==> config.mk <==
export PLATFORM = sky130hd
export DESIGN_NAME = format_string_integer_printer
export DESIGN_NICKNAME = d
export VERILOG_FILES = /design/src/rtl/core/fsip_pkg.sv /design/src/rtl/core/fsip_front.sv /design/src/rtl/core/fsip_cmd_fifo.sv /design/src/rtl/core/fsip_back.sv /design/src/rtl/core/format_string_integer_printer.sv
export SDC_FILE = /design/constraint.sdc
export NUM_CORES = 2
export LEC_CHECK = 0
export BUFFER_PORTS_ARGS = -buffer_cell sky130_fd_sc_hd__buf_2
export CAP_MARGIN = 20
export CORE_MARGIN = 3
export CORE_UTILIZATION = 28
export DETAILED_ROUTE_END_ITERATION = 10
export GPL_ROUTABILITY_DRIVEN = 0
export HOLD_SLACK_MARGIN = 0.15
export PLACE_DENSITY = 0.52
export SYNTH_ARGS = -nofsm -noshare
export SYNTH_HDL_FRONTEND = slang
export SYNTH_SLANG_ARGS = --single-unit
==> constraint.sdc <==
create_clock -name aclk -period 15.7 [get_ports aclk]
set_input_delay 0.785 -clock aclk [delete_from_list [all_inputs] [get_ports aclk]]
set_output_delay 0.785 -clock aclk [all_outputs]
set_load 0.03 [all_outputs]
==> src/rtl/core/fsip_pkg.sv <==
// shared types and constants of the integer format printer
package fsip_pkg;

    localparam int ARG_BITS    = 32;
    localparam int MAX_WIDTH   = 32;
    localparam int PAD_W       = $clog2(MAX_WIDTH + 1);
    localparam int STACK_DEPTH = ARG_BITS;
    localparam int NDIG_W      = $clog2(STACK_DEPTH + 1);
    localparam int FIFO_DEPTH  = 4;
    localparam int FIFO_PTR_W  = $clog2(FIFO_DEPTH);
    localparam int FIFO_CNT_W  = $clog2(FIFO_DEPTH + 1);

    localparam logic [7:0] CH_NUL     = 8'h00;
    localparam logic [7:0] CH_PERCENT = 8'h25;
    localparam logic [7:0] CH_MINUS   = 8'h2D;
    localparam logic [7:0] CH_ZERO    = 8'h30;
    localparam logic [7:0] CH_NINE    = 8'h39;
    localparam logic [7:0] CH_LOW_A   = 8'h61;
    localparam logic [7:0] CH_UP_A    = 8'h41;
    localparam logic [7:0] CH_SPEC_C  = 8'h63;
    localparam logic [7:0] CH_SPEC_D  = 8'h64;
    localparam logic [7:0] CH_SPEC_U  = 8'h75;
    localparam logic [7:0] CH_SPEC_B  = 8'h62;
    localparam logic [7:0] CH_SPEC_O  = 8'h6F;
    localparam logic [7:0] CH_SPEC_X  = 8'h78;
    localparam logic [7:0] CH_SPEC_UX = 8'h58;

    typedef enum logic [1:0] {
        CMD_CHAR = 2'd0,
        CMD_ERR  = 2'd1,
        CMD_END  = 2'd2,
        CMD_CONV = 2'd3
    } cmd_kind_t;

    typedef enum logic [1:0] {
        RDX_DEC = 2'd0,
        RDX_BIN = 2'd1,
        RDX_OCT = 2'd2,
        RDX_HEX = 2'd3
    } radix_t;

    typedef struct packed {
        cmd_kind_t             kind;
        logic [7:0]            chr;
        logic [ARG_BITS-1:0]   value;
        radix_t                radix;
        logic                  upper;
        logic                  neg;
        logic [PAD_W-1:0]      pad;
    } cmd_t;

endpackage

==> src/rtl/core/fsip_front.sv <==
// front end: format byte decode, flag and width tracking, command issue
module fsip_front (
    input  logic                          aclk,
    input  logic                          aresetn,
    input  logic                          s_valid,
    output logic                          s_ready,
    input  logic [7:0]                    s_fmt_char,
    input  logic [fsip_pkg::ARG_BITS-1:0] s_arg_value,
    input  logic                          q_full,
    output logic                          q_push,
    output fsip_pkg::cmd_t                q_cmd
);

    typedef enum logic [1:0] {
        PH_LITERAL = 2'b01,
        PH_PERCENT = 2'b10
    } phase_t;

    localparam logic [9:0] MAX_W10 = 10'(fsip_pkg::MAX_WIDTH);

    phase_t                     phase_reg, phase_next;
    logic [fsip_pkg::PAD_W-1:0] pad_reg, pad_next;
    logic                       zflag_reg, zflag_next;
    logic                       inwd_reg, inwd_next;

    logic                       accept;
    logic                       is_digit;
    logic [9:0]                 width_acc;
    logic [fsip_pkg::ARG_BITS-1:0] neg_value;

    assign s_ready   = !q_full;
    assign accept    = s_valid && s_ready;
    assign is_digit  = (s_fmt_char >= fsip_pkg::CH_ZERO) && (s_fmt_char <= fsip_pkg::CH_NINE);
    assign width_acc = {1'b0, pad_reg, 3'b000} + {3'b000, pad_reg, 1'b0}
                     + {6'd0, s_fmt_char[3:0]};
    assign neg_value = ~s_arg_value + 1'b1;

    always_comb begin
        phase_next = phase_reg;
        pad_next   = pad_reg;
        zflag_next = zflag_reg;
        inwd_next  = inwd_reg;
        q_push     = 1'b0;
        q_cmd      = '0;
        q_cmd.kind = fsip_pkg::CMD_CHAR;
        q_cmd.chr  = s_fmt_char;
        if (accept) begin
            if (s_fmt_char == fsip_pkg::CH_NUL) begin
                q_push     = 1'b1;
                q_cmd.kind = fsip_pkg::CMD_END;
                phase_next = PH_LITERAL;
                pad_next   = '0;
                zflag_next = 1'b0;
                inwd_next  = 1'b0;
            end else if (phase_reg == PH_LITERAL) begin
                if (s_fmt_char == fsip_pkg::CH_PERCENT) begin
                    phase_next = PH_PERCENT;
                end else begin
                    q_push = 1'b1;
                end
            end else if (is_digit && (inwd_reg || s_fmt_char != fsip_pkg::CH_ZERO)) begin
                pad_next  = (width_acc > MAX_W10) ? fsip_pkg::PAD_W'(fsip_pkg::MAX_WIDTH)
                                                  : width_acc[fsip_pkg::PAD_W-1:0];
                inwd_next = 1'b1;
            end else if (s_fmt_char == fsip_pkg::CH_ZERO) begin
                zflag_next = 1'b1;
            end else begin
                q_push     = 1'b1;
                phase_next = PH_LITERAL;
                pad_next   = '0;
                zflag_next = 1'b0;
                inwd_next  = 1'b0;
                q_cmd.value = s_arg_value;
                unique case (s_fmt_char)
                    fsip_pkg::CH_PERCENT: begin
                        q_cmd.kind = fsip_pkg::CMD_CHAR;
                    end
                    fsip_pkg::CH_SPEC_C: begin
                        q_cmd.kind = fsip_pkg::CMD_CHAR;
                        q_cmd.chr  = s_arg_value[7:0];
                    end
                    fsip_pkg::CH_SPEC_D: begin
                        q_cmd.kind  = fsip_pkg::CMD_CONV;
                        q_cmd.radix = fsip_pkg::RDX_DEC;
                        q_cmd.neg   = s_arg_value[fsip_pkg::ARG_BITS-1];
                        q_cmd.value = s_arg_value[fsip_pkg::ARG_BITS-1] ? neg_value
                                                                        : s_arg_value;
                        q_cmd.pad   = zflag_reg ? pad_reg : '0;
                    end
                    fsip_pkg::CH_SPEC_U: begin
                        q_cmd.kind  = fsip_pkg::CMD_CONV;
                        q_cmd.radix = fsip_pkg::RDX_DEC;
                    end
                    fsip_pkg::CH_SPEC_B: begin
                        q_cmd.kind  = fsip_pkg::CMD_CONV;
                        q_cmd.radix = fsip_pkg::RDX_BIN;
                    end
                    fsip_pkg::CH_SPEC_O: begin
                        q_cmd.kind  = fsip_pkg::CMD_CONV;
                        q_cmd.radix = fsip_pkg::RDX_OCT;
                    end
                    fsip_pkg::CH_SPEC_X: begin
                        q_cmd.kind  = fsip_pkg::CMD_CONV;
                        q_cmd.radix = fsip_pkg::RDX_HEX;
                    end
                    fsip_pkg::CH_SPEC_UX: begin
                        q_cmd.kind  = fsip_pkg::CMD_CONV;
                        q_cmd.radix = fsip_pkg::RDX_HEX;
                        q_cmd.upper = 1'b1;
                    end
                    default: begin
                        q_cmd.kind = fsip_pkg::CMD_ERR;
                    end
                endcase
            end
        end
    end

    always_ff @(posedge aclk) begin
        if (!aresetn) begin
            phase_reg <= PH_LITERAL;
            pad_reg   <= '0;
            zflag_reg <= 1'b0;
            inwd_reg  <= 1'b0;
        end else begin
            phase_reg <= phase_next;
            pad_reg   <= pad_next;
            zflag_reg <= zflag_next;
            inwd_reg  <= inwd_next;
        end
    end

endmodule

==> src/rtl/core/fsip_cmd_fifo.sv <==
// short command queue between front and back end
module fsip_cmd_fifo (
    input  logic           aclk,
    input  logic           aresetn,
    input  logic           push,
    input  fsip_pkg::cmd_t push_cmd,
    output logic           full,
    input  logic           pop,
    output fsip_pkg::cmd_t pop_cmd,
    output logic           empty
);

    fsip_pkg::cmd_t                  mem_reg [fsip_pkg::FIFO_DEPTH];
    logic [fsip_pkg::FIFO_PTR_W-1:0] wr_ptr_reg, wr_ptr_next;
    logic [fsip_pkg::FIFO_PTR_W-1:0] rd_ptr_reg, rd_ptr_next;
    logic [fsip_pkg::FIFO_CNT_W-1:0] count_reg, count_next;
    logic                            do_push, do_pop;

    assign full    = (count_reg == fsip_pkg::FIFO_CNT_W'(fsip_pkg::FIFO_DEPTH));
    assign empty   = (count_reg == '0);
    assign do_push = push && !full;
    assign do_pop  = pop && !empty;
    assign pop_cmd = mem_reg[rd_ptr_reg];

    always_comb begin
        wr_ptr_next = do_push ? wr_ptr_reg + 1'b1 : wr_ptr_reg;
        rd_ptr_next = do_pop ? rd_ptr_reg + 1'b1 : rd_ptr_reg;
        count_next  = count_reg;
        if (do_push && !do_pop) begin
            count_next = count_reg + 1'b1;
        end else if (do_pop && !do_push) begin
            count_next = count_reg - 1'b1;
        end
    end

    always_ff @(posedge aclk) begin
        if (do_push) begin
            mem_reg[wr_ptr_reg] <= push_cmd;
        end
    end

    always_ff @(posedge aclk) begin
        if (!aresetn) begin
            wr_ptr_reg <= '0;
            rd_ptr_reg <= '0;
            count_reg  <= '0;
        end else begin
            wr_ptr_reg <= wr_ptr_next;
            rd_ptr_reg <= rd_ptr_next;
            count_reg  <= count_next;
        end
    end

    a_fifo_count_bound: assert property (@(posedge aclk) disable iff (!aresetn)
        count_reg <= fsip_pkg::FIFO_CNT_W'(fsip_pkg::FIFO_DEPTH))
        else $error("command queue count out of range");

endmodule

==> src/rtl/core/fsip_back.sv <==
// back end: digit extraction, padding, character output and running count
module fsip_back (
    input  logic           aclk,
    input  logic           aresetn,
    input  logic           q_empty,
    input  fsip_pkg::cmd_t q_cmd,
    output logic           q_pop,
    output logic           m_valid,
    input  logic           m_ready,
    output logic [7:0]     m_out_char,
    output logic           m_last,
    output logic           m_error,
    output logic [31:0]    m_total_printed
);

    typedef enum logic [7:0] {
        S_IDLE   = 8'b0000_0001,
        S_DIVMUL = 8'b0000_0010,
        S_DIVSUB = 8'b0000_0100,
        S_SHIFT  = 8'b0000_1000,
        S_PREP   = 8'b0001_0000,
        S_SIGN   = 8'b0010_0000,
        S_PAD    = 8'b0100_0000,
        S_DIGIT  = 8'b1000_0000
    } state_t;

    localparam int          AB     = fsip_pkg::ARG_BITS;
    localparam int          Q_W    = AB - 3;
    localparam logic [31:0] RECIP  = 32'hCCCC_CCCD;

    state_t                     state_reg, state_next;
    logic [AB-1:0]              val_reg, val_next;
    fsip_pkg::radix_t           radix_reg, radix_next;
    logic                       upper_reg, upper_next;
    logic                       neg_reg, neg_next;
    logic [fsip_pkg::PAD_W-1:0] pad_reg, pad_next;
    logic [fsip_pkg::PAD_W-1:0] pad_left_reg, pad_left_next;
    logic [Q_W-1:0]             q_reg, q_next;
    logic [3:0]                 stack_reg [fsip_pkg::STACK_DEPTH];
    logic [3:0]                 stack_next [fsip_pkg::STACK_DEPTH];
    logic [fsip_pkg::NDIG_W-1:0] ndig_reg, ndig_next;
    logic [31:0]                total_reg, total_next;

    logic                       m_valid_reg;
    logic [7:0]                 m_out_char_reg;
    logic                       m_last_reg;
    logic                       m_error_reg;
    logic [31:0]                m_total_reg;

    logic                       out_free;
    logic                       emit, emit_last, emit_err, emit_count, emit_end;
    logic [7:0]                 emit_char;
    logic                       push_dig, pop_dig;
    logic [3:0]                 dig_in;
    logic [63:0]                product;
    logic [AB-1:0]              q_ext, q_times10, rem_full, shifted;
    logic [fsip_pkg::NDIG_W:0]  len;
    logic [31:0]                total_inc;

    function automatic logic [7:0] digit_char(input logic [3:0] d, input logic up);
        logic [7:0] base;
        begin
            base = up ? fsip_pkg::CH_UP_A : fsip_pkg::CH_LOW_A;
            if (d < 4'd10) begin
                digit_char = fsip_pkg::CH_ZERO + {4'd0, d};
            end else begin
                digit_char = base + {4'd0, d} - 8'd10;
            end
        end
    endfunction

    assign out_free  = !m_valid_reg || m_ready;
    assign product   = {{(64-AB){1'b0}}, val_reg} * {32'd0, RECIP};
    assign q_ext     = {3'b000, q_reg};
    assign q_times10 = (q_ext << 3) + (q_ext << 1);
    assign rem_full  = val_reg - q_times10;
    assign len       = {1'b0, ndig_reg} + {{fsip_pkg::NDIG_W{1'b0}}, neg_reg};
    assign total_inc = (total_reg == 32'hFFFF_FFFF) ? total_reg : total_reg + 32'd1;

    always_comb begin
        unique case (radix_reg)
            fsip_pkg::RDX_BIN: begin
                dig_in  = {3'b000, val_reg[0]};
                shifted = val_reg >> 1;
            end
            fsip_pkg::RDX_OCT: begin
                dig_in  = {1'b0, val_reg[2:0]};
                shifted = val_reg >> 3;
            end
            default: begin
                dig_in  = val_reg[3:0];
                shifted = val_reg >> 4;
            end
        endcase
    end

    always_comb begin
        state_next    = state_reg;
        val_next      = val_reg;
        radix_next    = radix_reg;
        upper_next    = upper_reg;
        neg_next      = neg_reg;
        pad_next      = pad_reg;
        pad_left_next = pad_left_reg;
        q_next        = q_reg;
        ndig_next     = ndig_reg;
        q_pop         = 1'b0;
        push_dig      = 1'b0;
        pop_dig       = 1'b0;
        emit          = 1'b0;
        emit_last     = 1'b0;
        emit_err      = 1'b0;
        emit_count    = 1'b0;
        emit_end      = 1'b0;
        emit_char     = q_cmd.chr;
        unique case (state_reg)
            S_IDLE: begin
                if (!q_empty) begin
                    if (q_cmd.kind == fsip_pkg::CMD_CONV) begin
                        q_pop      = 1'b1;
                        val_next   = q_cmd.value;
                        radix_next = q_cmd.radix;
                        upper_next = q_cmd.upper;
                        neg_next   = q_cmd.neg;
                        pad_next   = q_cmd.pad;
                        ndig_next  = '0;
                        state_next = (q_cmd.radix == fsip_pkg::RDX_DEC) ? S_DIVMUL : S_SHIFT;
                    end else if (out_free) begin
                        q_pop     = 1'b1;
                        emit      = 1'b1;
                        emit_last = 1'b1;
                        unique case (q_cmd.kind)
                            fsip_pkg::CMD_ERR: emit_err = 1'b1;
                            fsip_pkg::CMD_END: begin
                                emit_end  = 1'b1;
                                emit_char = fsip_pkg::CH_NUL;
                            end
                            default: emit_count = 1'b1;
                        endcase
                    end
                end
            end
            S_DIVMUL: begin
                q_next     = product[63:35];
                state_next = S_DIVSUB;
            end
            S_DIVSUB: begin
                push_dig   = 1'b1;
                ndig_next  = ndig_reg + 1'b1;
                val_next   = q_ext;
                state_next = (q_reg == '0) ? S_PREP : S_DIVMUL;
            end
            S_SHIFT: begin
                push_dig   = 1'b1;
                ndig_next  = ndig_reg + 1'b1;
                val_next   = shifted;
                state_next = (shifted == '0) ? S_PREP : S_SHIFT;
            end
            S_PREP: begin
                pad_left_next = ({1'b0, pad_reg} > len)
                              ? fsip_pkg::PAD_W'({1'b0, pad_reg} - len) : '0;
                state_next    = neg_reg ? S_SIGN : S_PAD;
            end
            S_SIGN: begin
                if (out_free) begin
                    emit       = 1'b1;
                    emit_count = 1'b1;
                    emit_char  = fsip_pkg::CH_MINUS;
                    state_next = S_PAD;
                end
            end
            S_PAD: begin
                if (pad_left_reg == '0) begin
                    state_next = S_DIGIT;
                end else if (out_free) begin
                    emit          = 1'b1;
                    emit_count    = 1'b1;
                    emit_char     = fsip_pkg::CH_ZERO;
                    pad_left_next = pad_left_reg - 1'b1;
                end
            end
            S_DIGIT: begin
                if (out_free) begin
                    emit       = 1'b1;
                    emit_count = 1'b1;
                    emit_char  = digit_char(stack_reg[0], upper_reg);
                    emit_last  = (ndig_reg == fsip_pkg::NDIG_W'(1));
                    pop_dig    = 1'b1;
                    ndig_next  = ndig_reg - 1'b1;
                    if (ndig_reg == fsip_pkg::NDIG_W'(1)) begin
                        state_next = S_IDLE;
                    end
                end
            end
            default: begin
                state_next = S_IDLE;
            end
        endcase
    end

    always_comb begin
        for (int i = 0; i < fsip_pkg::STACK_DEPTH; i++) begin
            stack_next[i] = stack_reg[i];
        end
        if (push_dig) begin
            for (int i = 1; i < fsip_pkg::STACK_DEPTH; i++) begin
                stack_next[i] = stack_reg[i-1];
            end
            stack_next[0] = state_reg == S_DIVSUB ? rem_full[3:0] : dig_in;
        end else if (pop_dig) begin
            for (int i = 0; i < fsip_pkg::STACK_DEPTH - 1; i++) begin
                stack_next[i] = stack_reg[i+1];
            end
            stack_next[fsip_pkg::STACK_DEPTH-1] = '0;
        end
    end

    always_comb begin
        total_next = total_reg;
        if (emit && emit_count) begin
            total_next = total_inc;
        end else if (emit && emit_end) begin
            total_next = '0;
        end
    end

    always_ff @(posedge aclk) begin
        val_reg      <= val_next;
        radix_reg    <= radix_next;
        upper_reg    <= upper_next;
        neg_reg      <= neg_next;
        pad_reg      <= pad_next;
        pad_left_reg <= pad_left_next;
        q_reg        <= q_next;
        stack_reg    <= stack_next;
        if (emit) begin
            m_out_char_reg <= emit_char;
            m_last_reg     <= emit_last;
            m_error_reg    <= emit_err;
            m_total_reg    <= emit_count ? total_inc : total_reg;
        end
    end

    always_ff @(posedge aclk) begin
        if (!aresetn) begin
            state_reg   <= S_IDLE;
            ndig_reg    <= '0;
            total_reg   <= '0;
            m_valid_reg <= 1'b0;
        end else begin
            state_reg <= state_next;
            ndig_reg  <= ndig_next;
            total_reg <= total_next;
            if (emit) begin
                m_valid_reg <= 1'b1;
            end else if (m_ready) begin
                m_valid_reg <= 1'b0;
            end
        end
    end

    assign m_valid         = m_valid_reg;
    assign m_out_char      = m_out_char_reg;
    assign m_last          = m_last_reg;
    assign m_error         = m_error_reg;
    assign m_total_printed = m_total_reg;

    a_digit_stack_nonempty: assert property (@(posedge aclk) disable iff (!aresetn)
        (state_reg == S_DIGIT) |-> (ndig_reg != '0))
        else $error("digit output with empty digit stack");

    a_error_is_last: assert property (@(posedge aclk) disable iff (!aresetn)
        (m_valid_reg && m_error_reg) |-> m_last_reg)
        else $error("error word not marked last");

    a_partial_word_busy: assert property (@(posedge aclk) disable iff (!aresetn)
        (m_valid_reg && !m_last_reg) |-> (state_reg != S_IDLE))
        else $error("non-last word pending while back end idle");

endmodule

==> src/rtl/core/format_string_integer_printer.sv <==
// top level of the integer format printer: front end, command queue, back end
//
// Input words carry one format byte (s_fmt_char) and one 32-bit argument
// (s_arg_value) on a valid/ready channel. Output words carry one ASCII
// character each with last, error and the running character count.
// Plain bytes, %%, %c and errors give one word, %u %b %o %x %X give a run
// of digits, %d gives digits after an optional minus sign and zero padding,
// flag/width bytes and '%' give none, and a zero byte gives one word with
// the total and restarts the count. A single character word passes through
// the command queue and the output register when the back end is idle. A
// conversion, once taken from the queue, spends one shift step per digit for
// %b %o %x %X and a reciprocal multiply step then a remainder step per digit
// for %u %d, then takes a padding decision step, the sign and padding steps,
// and emits one character per cycle unless the receiver stalls.
// The front end keeps taking bytes while the back end works, up to four
// queued commands; s_ready drops when the queue is full.
// When the receiver stalls, the output word holds and the back end waits.
// Reset (aresetn low at a clock edge) empties the queue, drops any pending
// word and clears the count, width and flags.
module format_string_integer_printer (
    input  logic                          aclk,
    input  logic                          aresetn,
    input  logic                          s_valid,
    output logic                          s_ready,
    input  logic [7:0]                    s_fmt_char,
    input  logic [fsip_pkg::ARG_BITS-1:0] s_arg_value,
    output logic                          m_valid,
    input  logic                          m_ready,
    output logic [7:0]                    m_out_char,
    output logic                          m_last,
    output logic                          m_error,
    output logic [31:0]                   m_total_printed
);

    fsip_pkg::cmd_t push_cmd;
    fsip_pkg::cmd_t pop_cmd;
    logic           q_push, q_full, q_pop, q_empty;

    fsip_front u_front (
        .aclk        (aclk),
        .aresetn     (aresetn),
        .s_valid     (s_valid),
        .s_ready     (s_ready),
        .s_fmt_char  (s_fmt_char),
        .s_arg_value (s_arg_value),
        .q_full      (q_full),
        .q_push      (q_push),
        .q_cmd       (push_cmd)
    );

    fsip_cmd_fifo u_fifo (
        .aclk     (aclk),
        .aresetn  (aresetn),
        .push     (q_push),
        .push_cmd (push_cmd),
        .full     (q_full),
        .pop      (q_pop),
        .pop_cmd  (pop_cmd),
        .empty    (q_empty)
    );

    fsip_back u_back (
        .aclk            (aclk),
        .aresetn         (aresetn),
        .q_empty         (q_empty),
        .q_cmd           (pop_cmd),
        .q_pop           (q_pop),
        .m_valid         (m_valid),
        .m_ready         (m_ready),
        .m_out_char      (m_out_char),
        .m_last          (m_last),
        .m_error         (m_error),
        .m_total_printed (m_total_printed)
    );

endmodule

Word-level counts from Yosys, hierarchy flattened

Memory sizes are Yosys's and may differ from the RTL's. A register that Yosys moved wholly into a read port is not among the register bits.
Index checks and enable logic that the tools add are counted.

Reductions and logical operators: 44
Multiply operators: 1
Add/subtract/negate cells: 18
Bitwise gates (word level): 4
Order comparisons: 5
Equality and inequality tests: 41
Mux-type cells: 111

Operators by type and width:

| cell                                                 | number |
|---|---|
| 2-to-1 mux 128 bit                                   | 2 |
| 2-to-1 mux 32 bit                                    | 8 |
| 2-to-1 mux 52 bit                                    | 4 |
| 2-to-1 mux 8 bit                                     | 16 |
| case mux 32 bit (3 select lines)                     | 1 |
| 2-to-1 mux 6 bit                                     | 13 |
| adder 32 x 1 -> 32 bit (second input constant)       | 2 |
| equality test 8 x 7 -> 1 bit (second input constant) | 8 |
| multiplier 32 x 32 -> 64 bit (second input constant) | 1 |
| case mux 8 bit (8 select lines)                      | 1 |
| case mux 31 bit (2 select lines)                     | 1 |
| 2-to-1 mux 50 bit                                    | 1 |
| 2-to-1 mux 1 bit                                     | 39 |
| equality test 32 bit (second input constant)         | 1 |
| logical NOT 32 bit                                   | 1 |
| inverter 32 bit                                      | 1 |
| case mux 8 bit (4 select lines)                      | 1 |
| logical NOT 29 bit                                   | 1 |
| equality test 8 x 6 -> 1 bit (second input constant) | 3 |
| case mux 6 bit (3 select lines)                      | 1 |
| 2-to-1 mux 2 bit                                     | 8 |
| != test 2 x 1 -> 1 bit (second input constant)       | 8 |
| AND reduction 3 bit                                  | 5 |
| 2-to-1 mux 7 bit                                     | 2 |
| 57 further kinds                                     | 95 |

Register bits: 311
Word-level logic and storage cells: 279
Memories kept: 1
Memory bits (writable): 208
Bits of input ports: 44

Memory list:

| name           | depth | bits a word | read ports | clocked after Yosys merged registers in | wr ports | RTL line            | text |
|---|---|---|---|---|---|---|---|
| u_fifo.mem_reg | 4     | 52          | 1          | 1                                       | 1        | fsip_cmd_fifo.sv:13 | `fsip_pkg::cmd_t mem_reg [fsip_pkg::FIFO_DEPTH];` |

Logic depth before layout (Yosys ltp)

Depth in word-level cells: 12
Gate-level depth with buffers: 25
Gate-level depth less buffers: 25

Hierarchy

A second synthesis with hierarchy kept.

Cells, all modules: 3,641
Area, all modules: 40,450.0 sq um

Modules (own cells, without submodules):

| module        | times used | area each (sq um) | cells each | seq. area each (sq um) |
|---|---|---|---|---|
| fsip_back     | 1          | 30,455.5          | 3,046      | 8,358.0 |
| fsip_cmd_fifo | 1          | 8,040.2           | 320        | 6,426.2 |
| fsip_front    | 1          | 1,954.4           | 275        | 200.2 |

Worst setup path before layout

Ideal clock, no wire load.

Path kind: reg-to-reg
From: register u_back.val_reg[18]
To: register u_back.q_reg[26] (data pin)
Path slack: 8.816 ns
Stages on the path, launching flop included: 25
Path buffers: 0
Data arrival time: 6.625 ns
Period minus slack after synthesis: 6.884 ns
Path through: edfxtp_1 > ha_1 > inv_1 > fa_1 > inv_1 > fa_1 > inv_1 > fa_1 > inv_1 > fa_1 > fa_1 > fa_1 > inv_1 > fa_1 > inv_1 > ha_1 > and3_1 > nand4_1 > or4b_1 > o21ba_1 > nor3_2 > a21oi_4 > a21bo_4 > a41oi_1 > xnor2_1

Word-level cells in the longest chain between the ends: 1

RTL lines:

| element                      | RTL line         | text |
|---|---|---|
| from (decl)                  | fsip_back.sv:32  | `logic [AB-1:0] val_reg, val_next;` |
| from (signal assigned)       | fsip_back.sv:228 | `val_reg <= val_next;` |
| multiplier 32 x 32 -> 64 bit | fsip_back.sv:73  | `assign product = {{(64-AB){1'b0}}, val_reg} * {32'd0, RECIP};` |
| net u_back.product[61]       | fsip_back.sv:55  | `logic [63:0] product;` |
| to (signal assigned)         | fsip_back.sv:234 | `q_reg <= q_next;` |
| to (decl)                    | fsip_back.sv:38  | `logic [Q_W-1:0] q_reg, q_next;` |

The timed path passes the listed nets, and every way through them passes these cells.
A chain may end at the register's enable or synchronous reset.

Worst setup path after layout

From: register u_back.val_reg[11]
To: register u_back.q_reg[26] (data pin)

Same word-level chain as after synthesis.

==> flow_summary.toml <==
[critical_path]
rr_startpoint = "u_back.val_reg[11]"
end_kind = "flop"
cp_max_fo = 9
cp.arrival_ns = 8.36
worst-path-stages = 22
crit_family = "adder cells"
r2r_cells = 22
crit_end = "u_back.q_reg[26]"
required_ns = 16.09
reg2reg_slack_ns = 7.74
critPathKind = "flop to flop"
startpoint = "u_back.val_reg[11]"
r2r_end = "u_back.q_reg[26]"
slowest_stage = "ha_1"
critPathLaunchType = "flop"
crit_buf_inv = 2
cp_common_cell = "fa_1"
worstPathCellList = "ha_1 -> xor2_1 -> ha_1 -> a21o_1 -> fa_1 -> inv_1 -> fa_1 -> inv_1 -> fa_1 -> fa_1 -> fa_1 -> fa_1 -> ha_1 -> nand4_1 -> nor4_1 -> or4b_1 -> o21ba_1 -> nor3_2 -> a21oi_4 -> a21bo_4 -> a41oi_1 -> xnor2_1"
slowest_delay_ns = 0.69

[yosys]
yosys-top-cells-count = "inv_1, nand2_1, edfxtp_1, fa_1, ha_1"
yosysSeqAreaShare_pct = 37.2
synth_ff_type = "edfxtp_1"
yosysMostFrequentCell = "inv_1"
syn-num-nets = 4430
ys.warnings.count = 0
ys_seq_elements = 521
yosysTopAreaCell = "edfxtp_1"
postSynthAreaPerCell_um2 = 11.1
synth_area_leaders = "edfxtp_1, fa_1, ha_1"
synth.distinct_cells = 85
async_flop_share_pct = 0
syn_inst = 3610
synth_edf_count = 455
synth_top_area_share_pct = 34.0
synthesis.area_um2 = 40200

[timing]
hold_viol = 0
period_needed_ns = 7.96
period_share_pct = 50.7
setup-violations-final = 0
layout_setup_ws_ns = 7.74
maxSlewViolCount = 0
finalClockSkew_ns = 0.0488
fmax_ghz = 0.126
tightest_slew_ns = 1.07
finalSetupTns_ns = 0
rsz0062_at_grt = "no"
hold_ws_ns = 0.471
maxSlewHeadroom_pct = 27.8

[global_routing]
grt_usage_pct = 14.7
grt_pass1_vias = 27659
grt_pass1_wl_um = 167000
grt_max_degree = 90
antenna_found_initial = 2
gr-total-overflow = 0

[floorplan]
die_h_um = 385
coreArea_um2 = 142000
placementRows = 138
die_w_um = 385
start_util_pct = 28.3
dieArea_um2 = 148000
pin_count = 88

[cells_and_area]
drive_above_1_share_pct = 7.79
largest_reg_flops = 208
syn_to_final_growth_pct = 11.2
nets = 4495
utilization_pct = 31.5

[clock_network]
clock_path_buffers = 3
cts_tree = "built"
clk_pin_slew_worst_paths_ns = 0.07
numCtsBuffers = 57
clkSinkCount = 521
cts_root_buf = "clkbuf_16"
cts_resized = 0
post_cts_buffers = 0
hold_buffers = 0
clock_latency_ns = 0.68
htree_levels = 2

[place]
hpwlAfterDp_um = 85300
dp_slack_ns = 7.88
io_buffers = 87

[detailed_routing]
drt-wirelength-per-cell_um = 19.3
drtPass1Iterations = 5
wl_um = 108000
via_per_inst = 4.67
routed-via-count = 26218
drtIter0Drc = 1793
postRouteAntennaNets = 0
remaining_drc_errors = 0

[min_path]
min_path_type = "flop to flop"
worstHoldStart = "u_front.zflag_reg"

[run]
drv_cap = 0

[outcome]
status = "finished, final reports clean"
-- cell families after synthesis --
| logic type | synth area share [%] |
|---|---|
| mux | 3.01 |
| fa+ha+maj | 31.4 |
| simple gates | 10.5 |
| compound gates | 7.68 |
| xor+xnor | 3.57 |
| buf+inv | 6.60 |
| flops | 37.2 |
-- layer usage --
metal	wire length [µm]	global-route usage, %	vias to the layer above
met1	47000	19.5	13070
met2	50300	23.8	690
li1	-	-	12306
met5	0	0	-
met3	8050	3.79	152
met4	2880	3.90	0
-- layout make-up --
cell class                 count  area [µm²]
inverter                     595        2230
fill                       14516       97400
clock inverter                38         389
tap                         1890        2360
multi-input combinational   2390       22600
timing repair buffer         110         628
sequential                   521       15000
antenna                        2        5.00
clock buffer                  68        1490
-- layout by cell type (no fill, tap or decap), types with 11 or more instances in the layout --
cell       count
fa_1         391
nand4_1       33
o22ai_1       12
nor2_1       152
nor3_1        25
clkbuf_16     57
mux4_2        52
a21o_1        56
ha_1         383
inv_1        595
buf_4         22
dfxtp_1       64
clkinv_2      13
or3_1         14
nor2b_1       43
nand3_1       34
xnor2_1       83
nor4_1        19
xor2_1        79
a21oi_1      147
nand2b_1      14
nand2_1      464
buf_2         87
edfxtp_1     455
o21ai_0      106
and3_1        27
a22oi_1       59
clkinv_1      11
o21bai_1      12
and2_1        34
-- worst min-delay path: stages (launching register included) --
cell	delay [ns]
dfxtp_1	0.32
nor2_1	0.05
nor2_1	0.07
-- worst min-delay path by stage --
stage | to | slack [ns] | cells after the start
2_1_floorplan | u_front.zflag_reg | 0.43 | 2
3_3_place_gp | u_front.zflag_reg | 0.46 | 2
3_5_place_dp | u_front.zflag_reg | 0.46 | 2
4_1_cts | u_front.zflag_reg | 0.48 | 2
5_1_grt | u_front.zflag_reg | 0.51 | 2
6_report | u_front.zflag_reg | 0.47 | 2
-- per-stage QoR --
step	cells	instance area [µm²]
floorplan	3610	40200
global placement	5505	42800
detailed placement	5506	42900
CTS	5612	44700
global route	5612	44700
finish	5614	44700
Power is not shown: default switching activity piles up to over one toggle a cycle in this logic, so the estimate is an artifact.
